<file path="src/hdl/eotp_pkg.sv">
// Package for the EDNS(0) option TLV parser: result kinds, result word type
// and queue sizing constants. No dependencies.
`default_nettype none
package eotp_pkg;

  // Header is code (2 bytes) then length (2 bytes), both big-endian
  localparam int unsigned HDR_BYTES = 4;

  // Output queue depth, a power of two, at least two words of headroom
  localparam int unsigned QDEPTH = 4;
  localparam int unsigned QPTR_W = $clog2(QDEPTH);
  localparam int unsigned QCNT_W = $clog2(QDEPTH + 1);

  typedef enum logic [1:0] {
    KIND_DATA = 2'd0,
    KIND_DONE = 2'd1,
    KIND_DROP = 2'd2
  } kind_t;

  // One result word
  typedef struct packed {
    kind_t       kind;
    logic [15:0] option_code;
    logic [15:0] option_length;
    logic [7:0]  byte_value;
    logic [15:0] byte_offset;
    logic        run_last;
  } result_t;

  // Results produced by one accepted input byte, compacted: res0 first
  typedef struct packed {
    logic [1:0] push_cnt;
    result_t    res0;
    result_t    res1;
  } push_t;

endpackage
`default_nettype wire

</file>
<file path="src/hdl/edns_option_tlv_parser_unit.sv">
// Top level of the EDNS(0) option TLV parser: byte stream in, tagged result
// words out. Depends on eotp_pkg, eotp_parser, eotp_out_queue.
// Result words are registered in the output queue before they are offered.
// Throughput: one input byte per cycle while the downstream takes one word
// per cycle; a byte that ends an option makes two words, drained by the
// four-word output queue, which stalls input when fewer than two slots are free.
// Reset: synchronous active-low rst_n returns to the header phase, empties the queue.
`default_nettype none
module edns_option_tlv_parser_unit (
  input  wire logic        clk,
  input  wire logic        rst_n,
  input  wire logic        in_tvalid,
  output logic             in_tready,
  input  wire logic [7:0]  in_tdata,   // [7:0] data_byte
  input  wire logic        in_tlast,   // final_byte
  output logic             out_tvalid,
  input  wire logic        out_tready,
  output logic [55:0]      out_tdata,  // [15:0] option_code, [31:16] option_length,
                                       // [39:32] byte_value, [55:40] byte_offset
  output logic [1:0]       out_tuser,  // [1:0] kind
  output logic             out_tlast   // run_last
);
  import eotp_pkg::*;

  push_t   push;
  result_t word;
  logic    room2;
  logic    byte_acc;

  assign in_tready = room2;
  assign byte_acc  = in_tvalid && room2;

  eotp_parser u_parser (
    .clk        (clk),
    .rst_n      (rst_n),
    .byte_acc   (byte_acc),
    .data_byte  (in_tdata),
    .final_byte (in_tlast),
    .push       (push)
  );

  eotp_out_queue u_queue (
    .clk      (clk),
    .rst_n    (rst_n),
    .push     (push),
    .room2    (room2),
    .out_vld  (out_tvalid),
    .out_rdy  (out_tready),
    .out_word (word)
  );

  // Output word packing
  assign out_tdata = {word.byte_offset, word.byte_value, word.option_length,
                      word.option_code};
  assign out_tuser = word.kind;
  assign out_tlast = word.run_last;

endmodule
`default_nettype wire

</file>
<file path="src/hdl/eotp_parser.sv">
// Option header / data state tracking for the EDNS(0) TLV parser.
// Produces up to two result words per accepted byte. Depends on eotp_pkg.
`default_nettype none
module eotp_parser (
  input  wire logic           clk,
  input  wire logic           rst_n,
  input  wire logic           byte_acc,
  input  wire logic [7:0]     data_byte,
  input  wire logic           final_byte,
  output eotp_pkg::push_t     push
);
  import eotp_pkg::*;

  logic        in_payload_r, in_payload_nxt;
  logic [1:0]  hdr_idx_r, hdr_idx_nxt;
  logic [15:0] code_r, code_nxt;
  logic [15:0] len_r, len_nxt;
  logic [15:0] cnt_r, cnt_nxt;
  logic [15:0] cnt_inc;

  assign cnt_inc = cnt_r + 16'd1;

  // Next state and results for the byte on the input
  always_comb begin
    in_payload_nxt = in_payload_r;
    hdr_idx_nxt    = hdr_idx_r;
    code_nxt       = code_r;
    len_nxt        = len_r;
    cnt_nxt        = cnt_r;
    push           = '0;

    if (!in_payload_r) begin
      unique case (hdr_idx_r)
        2'd0: code_nxt = {data_byte, 8'h00};
        2'd1: code_nxt = code_r | {8'h00, data_byte};
        2'd2: len_nxt  = {data_byte, 8'h00};
        2'd3: len_nxt  = len_r | {8'h00, data_byte};
        default: code_nxt = code_r;
      endcase
    end

    push.res0.option_code   = code_nxt;
    push.res0.option_length = len_nxt;
    push.res1.option_code   = code_nxt;
    push.res1.option_length = len_nxt;
    push.res0.kind          = KIND_DONE;
    push.res1.kind          = KIND_DONE;

    if (!in_payload_r) begin
      if (hdr_idx_r == 2'(HDR_BYTES - 1)) begin
        hdr_idx_nxt = 2'd0;
        if (len_nxt == 16'd0) begin
          // empty option completes on its last header byte
          push.push_cnt      = 2'd1;
          push.res0.kind     = KIND_DONE;
          push.res0.run_last = 1'b1;
        end else if (final_byte) begin
          push.push_cnt      = 2'd1;
          push.res0.kind     = KIND_DROP;
          push.res0.run_last = 1'b1;
        end else begin
          in_payload_nxt = 1'b1;
          cnt_nxt        = 16'd0;
        end
      end else begin
        hdr_idx_nxt = hdr_idx_r + 2'd1;
      end
    end else begin
      // data byte, maybe followed by a completion or drop word
      push.res0.kind        = KIND_DATA;
      push.res0.byte_value  = data_byte;
      push.res0.byte_offset = cnt_r;
      cnt_nxt               = cnt_inc;
      if (cnt_inc == len_r) begin
        push.push_cnt      = 2'd2;
        push.res1.kind     = KIND_DONE;
        push.res1.run_last = 1'b1;
        in_payload_nxt     = 1'b0;
        cnt_nxt            = 16'd0;
      end else if (final_byte) begin
        push.push_cnt      = 2'd2;
        push.res1.kind     = KIND_DROP;
        push.res1.run_last = 1'b1;
      end else begin
        push.push_cnt      = 2'd1;
        push.res0.run_last = 1'b1;
      end
    end

    // last byte of the input: back to the start
    if (final_byte) begin
      in_payload_nxt = 1'b0;
      hdr_idx_nxt    = 2'd0;
      code_nxt       = 16'd0;
      len_nxt        = 16'd0;
      cnt_nxt        = 16'd0;
    end

    if (!byte_acc) begin
      push.push_cnt = 2'd0;
    end
  end

  // State registers
  always_ff @(posedge clk) begin
    if (!rst_n) begin
      in_payload_r <= 1'b0;
      hdr_idx_r    <= 2'd0;
      code_r       <= 16'd0;
      len_r        <= 16'd0;
      cnt_r        <= 16'd0;
    end else if (byte_acc) begin
      in_payload_r <= in_payload_nxt;
      hdr_idx_r    <= hdr_idx_nxt;
      code_r       <= code_nxt;
      len_r        <= len_nxt;
      cnt_r        <= cnt_nxt;
    end
  end

endmodule
`default_nettype wire

</file>
<file path="src/hdl/eotp_out_queue.sv">
// Small result queue: takes up to two words per cycle, emits one word per
// cycle while out_rdy is high. Depends on eotp_pkg.
`default_nettype none
module eotp_out_queue (
  input  wire logic              clk,
  input  wire logic              rst_n,
  input  eotp_pkg::push_t        push,
  output logic                   room2,
  output logic                   out_vld,
  input  wire logic              out_rdy,
  output eotp_pkg::result_t      out_word
);
  import eotp_pkg::*;

  result_t             mem_r [QDEPTH];
  logic [QPTR_W-1:0]   wr_ptr_r, rd_ptr_r;
  logic [QPTR_W-1:0]   wr_ptr1;
  logic [QCNT_W-1:0]   cnt_r;
  logic                pop;

  assign wr_ptr1  = wr_ptr_r + QPTR_W'(1);
  assign pop      = out_vld && out_rdy;
  assign out_vld  = (cnt_r != '0);
  assign out_word = mem_r[rd_ptr_r];
  // accept a byte only when both of its possible words fit
  assign room2    = (cnt_r <= QCNT_W'(QDEPTH - 2));

  // Storage
  always_ff @(posedge clk) begin
    if (push.push_cnt != 2'd0) begin
      mem_r[wr_ptr_r] <= push.res0;
    end
    if (push.push_cnt == 2'd2) begin
      mem_r[wr_ptr1] <= push.res1;
    end
  end

  // Pointers and fill count
  always_ff @(posedge clk) begin
    if (!rst_n) begin
      wr_ptr_r <= '0;
      rd_ptr_r <= '0;
      cnt_r    <= '0;
    end else begin
      wr_ptr_r <= wr_ptr_r + QPTR_W'(push.push_cnt);
      if (pop) begin
        rd_ptr_r <= rd_ptr_r + QPTR_W'(1);
      end
      cnt_r <= cnt_r + QCNT_W'(push.push_cnt) - QCNT_W'(pop);
    end
  end

endmodule
`default_nettype wire
</file>
<file path="config.mk">
export PLATFORM = sky130hd
export DESIGN_NAME = edns_option_tlv_parser_unit
export DESIGN_NICKNAME = d
export VERILOG_FILES = /design/src/hdl/eotp_pkg.sv /design/src/hdl/edns_option_tlv_parser_unit.sv /design/src/hdl/eotp_parser.sv /design/src/hdl/eotp_out_queue.sv
export SDC_FILE = /design/constraint.sdc
export NUM_CORES = 1
export LEC_CHECK = 0
export ABC_AREA = 1
export BUFFER_PORTS_ARGS = -buffer_cell sky130_fd_sc_hd__buf_2
export CAP_MARGIN = 20
export CELL_PAD_IN_SITES_DETAIL_PLACEMENT = 1
export CELL_PAD_IN_SITES_GLOBAL_PLACEMENT = 1
export CORE_UTILIZATION = 30
export DETAILED_ROUTE_END_ITERATION = 6
export PLACE_DENSITY_LB_ADDON = 0.1
export SKIP_LAST_GASP = 1
export SLEW_MARGIN = 20
export SYNTH_ARGS = -nofsm -noshare
export SYNTH_HDL_FRONTEND = slang
export SYNTH_HIERARCHICAL = 1
export SYNTH_SLANG_ARGS = --single-unit
export TNS_END_PERCENT = 10
</file>
<file path="constraint.sdc">
create_clock -name clk -period 7.3 [get_ports clk]
set_clock_uncertainty 0.2 [all_clocks]
set_input_delay 1.46 -clock clk [delete_from_list [all_inputs] [get_ports clk]]
set_output_delay 1.46 -clock clk [all_outputs]
set_load 0.05 [all_outputs]
</file>
==> flow_summary_export.csv <==
group,metric,value,unit
status,status,"finished clean",
synthesis,syn_avg_cell_area,8.36,um^2
place,gp_congestion,0.795,
cells_and_area,layout-drive-gt1-share,0.110,
power_and_ir_drop,p_leak,6.32,nW
power_and_ir_drop,max-vdd-ir-drop,0.000177,V
die,core_area,0.0516,mm^2
grt,grt_pass1_vias,13200,
flow_run,cap_viol_max_count,0,
grt,antenna_found_initial,0,
routing,post_drt_wl_per_cell,20.5,um
worst_setup_path,crit_required,5.64,ns
place,numPortBuffers,73,
synthesis,ys.flop_type,"edfxtp_1",
sta,hold_violations,0,
place,dpl.cell_count,2520,
grt,grt_max_degree,79,
worst_setup_path,crit_fanout,50,
cells_and_area,final_cell_count_no_fill,2587,
sta,fin_crit,5.20,ns
synthesis,ys_warn_count,6,
worst_setup_path,cp-start-kind,"flop",
worst_setup_path,crit_path_frequent_cell,"buf_4",
synthesis,synth.most_common_cell,"nand2_1",
worst_setup_path,critPathTopFamily,"buffers and inverters",
die,start_util,0.305,
clock_tree,cts_resized,0,
routing,vias,12800,
die,dieWidth,231,um
grt,grt_pass1_wl,80800,um
worst_setup_path,rr_worst_depth,18,
clock_tree,root_buffer,"clkbuf_16",
sta,tightest_slew,1.10,ns
die,ios,74,
clock_tree,cts_buffer_depth,3,
worst_setup_path,worstPathArrival,3.54,ns
synthesis,syn_area,0.0158,mm^2
synthesis,synthTopCellsByCount,"492 x nand2_1, 254 x o21ai_0, 236 x edfxtp_1",
synthesis,ys_ff_latch,296,
sta,min_period_over_period,0.712,
synthesis,synth_cell_type_count,40,
power_and_ir_drop,power.density,320,mW/mm^2
worst_setup_path,r2r_end,"u_queue/mem_r[1][11]$_DFFE_PP_",
worst_setup_path,reg2reg_slack,2.37,ns
routing,drc_errors,0,
worst_setup_path,path_buf_inv,4,
min_path,worstHoldStart,"u_parser/code_r[6]$_SDFFE_PN0P_",
cells_and_area,antenna_cells,0,
synthesis,ys_seq_area_frac,0.526,
sta,max_slew_margin,0.259,
die,fp.dieArea,0.0535,mm^2
clock_tree,path_clk_slew,0.06,ns
routing,via_per_inst,4.96,
sta,finalSetupViolCount,0,
place,hpwl,33000,um
synthesis,yosys-top-cells-area,"edfxtp_1 45%, nand2_1 12%, o21ai_0 8.1%",
clock_tree,clock_sinks,296,
sta,drv_slew,0,
worst_setup_path,crit_path_cell_trace,"clkinv_2, buf_4, buf_4, o21ai_0, o22ai_1, buf_2",
synthesis,yosysTopAreaCellShare,0.450,
worst_setup_path,critical_path_cell_count,6,
worst_setup_path,max_stage_delay,0.64,ns
cells_and_area,final_nets,1903,
clock_tree,clk_latency,0.56,ns
sta,fmax,0.192,GHz
worst_setup_path,reg2reg_from,"u_parser/cnt_r[0]$_SDFFE_PN0P_",
routing,totalWireLength,52900,um
min_path,holdPathStages,2,
routing,drt_pass1_iterations,4,
worst_setup_path,endpoint_kind,"primary output",
sta,final.setup.tns,0,ns
worst_setup_path,cp_slowest_cell,"buf_4",
clock_tree,htreeDepth,2,
grt,grt_remaining_overflow,0,
routing,drtIter0Drc,669,
sta,rsz0062_at_grt,"false",
synthesis,synthArstFlopShare,0,
die,die_h,231,um
die,rows,83,
cells_and_area,ff_latch_area,0.00829,mm^2
synthesis,yosysTopAreaCell,"edfxtp_1",
clock_tree,numCtsBuffers,38,
min_path,min_to,"u_parser/code_r[6]$_SDFFE_PN0P_",
routing,ant_nets,0,
synthesis,synth_edf_count,236,
cells_and_area,fillerInstances,6084,
clock_tree,cts_tree,"yes",
grt,grt.total_usage,0.201,
clock_tree,post_cts_buffers,0,
cells_and_area,multi_input_area,0.00604,mm^2
cells_and_area,area_growth,11.4,%
clock_tree,cts_hold_buf,0,
synthesis,netlist_instances,1886,
worst_setup_path,path_class,"reg2out",
min_path,hp-class,"reg2reg",
[cell usage in the layout (no fill, tap or decap), types with 38 or more instances in the layout]
cell	n
o22ai_1	65
nand3_1	44
a21oi_1	46
clkbuf_16	38
buf_2	73
o21ai_1	133
nand2_1	486
edfxtp_1	236
o21ai_0	248
dfxtp_1	58
inv_1	151
nor2_1	162
[worst max-delay path by stage]
stage | to | from | slack [ns]
2_1_floorplan | u_queue/mem_r[3][0]$_DFFE_PP_ | in_tdata[1] | 1.32
3_3_place_gp | u_queue/mem_r[1][25]$_DFFE_PP_ | in_tdata[5] | 2.07
3_5_place_dp | u_queue/mem_r[1][29]$_DFFE_PP_ | in_tdata[5] | 1.99
4_1_cts | out_tdata[17] | flop | 1.97
5_1_grt | out_tdata[17] | flop | 1.85
6_report | out_tdata[18] | flop | 2.10
[through the flow]
stage	instance area [um^2]	setup WS [ns]	hold WS (ns)	power [mW]	utilization
3_5_place_dp	16400	1.99	0.255	3.90	0.318
6_report	17600	2.10	0.259	5.62	0.340
5_1_grt	17600	1.85	0.278	5.90	0.340
2_1_floorplan	15900	1.32	0.242	3.36	-
3_3_place_gp	16400	2.07	0.249	3.87	0.317
4_1_cts	17600	1.97	0.263	5.70	0.340
[layer usage]
metal,GRT usage,up-vias,part of all wire
li1,-,6263,-
met1,0.277,6325,0.48
met2,0.332,180,0.46
met3,0.0258,63,0.031
met4,0.0495,0,0.020
met5,0,-,0
[final cells by class]
type / instances / share of cell area
Clock buffer: 51 / 0.0575
Inverter: 161 / 0.0349
Tap cell: 680 / 0.0484
Multi-Input combinational cell: 1286 / 0.344
Timing Repair Buffer: 97 / 0.0350
Clock inverter: 16 / 0.00826
Sequential cell: 296 / 0.472
[worst register-to-register path, cell delays in order, from the launching register on]
cell and delay (ns):
dfxtp_1 0.53, ha_1 0.28, nand2_1 0.16, nor2_4 0.22, nand4_1 0.14, nand2_1 0.13, nand2_1 0.06, nand2_1 0.08
nand2_1 0.08, nor2_2 0.13, nand3_4 0.35, nand2_1 0.18, nand2_1 0.10, nor2_1 0.24, inv_2 0.11, nor2_4 0.23
nand2_4 0.41, nand2_4 0.58, buf_12 0.35
[state kept, by name, indices dropped and copies added, names as in the netlist, named ones only]
register / cells
u_queue/rd_ptr_r: 2
u_parser/hdr_idx_r: 2
u_parser/in_payload_r: 1
u_queue/wr_ptr_r: 2
u_queue/cnt_r: 3
u_parser/code_r: 16
u_parser/cnt_r: 16
u_parser/len_r: 16
u_queue/mem_r: 236
[where the power goes]
part | internal [mW] | switching [mW] | total [mW]
sequential | 1.94 | 0.0855 | 2.03
combinational | 0.390 | 1.42 | 1.81
clock | 1.04 | 0.743 | 1.79
[cells by family (layout without fill, tap and decap cells)]
group	after synthesis	after routing	synth area share
adder cells (fa/ha/maj)	10	10	0.00841
AND/OR/NAND/NOR	741	741	0.193
other	1	24	0.000238
AO/OA/AOI/OAI	509	509	0.171
XOR/XNOR	2	2	0.00111
buffers and inverters	327	325	0.101
flip-flops	296	296	0.526
Power figures use the tool's default switching activity.
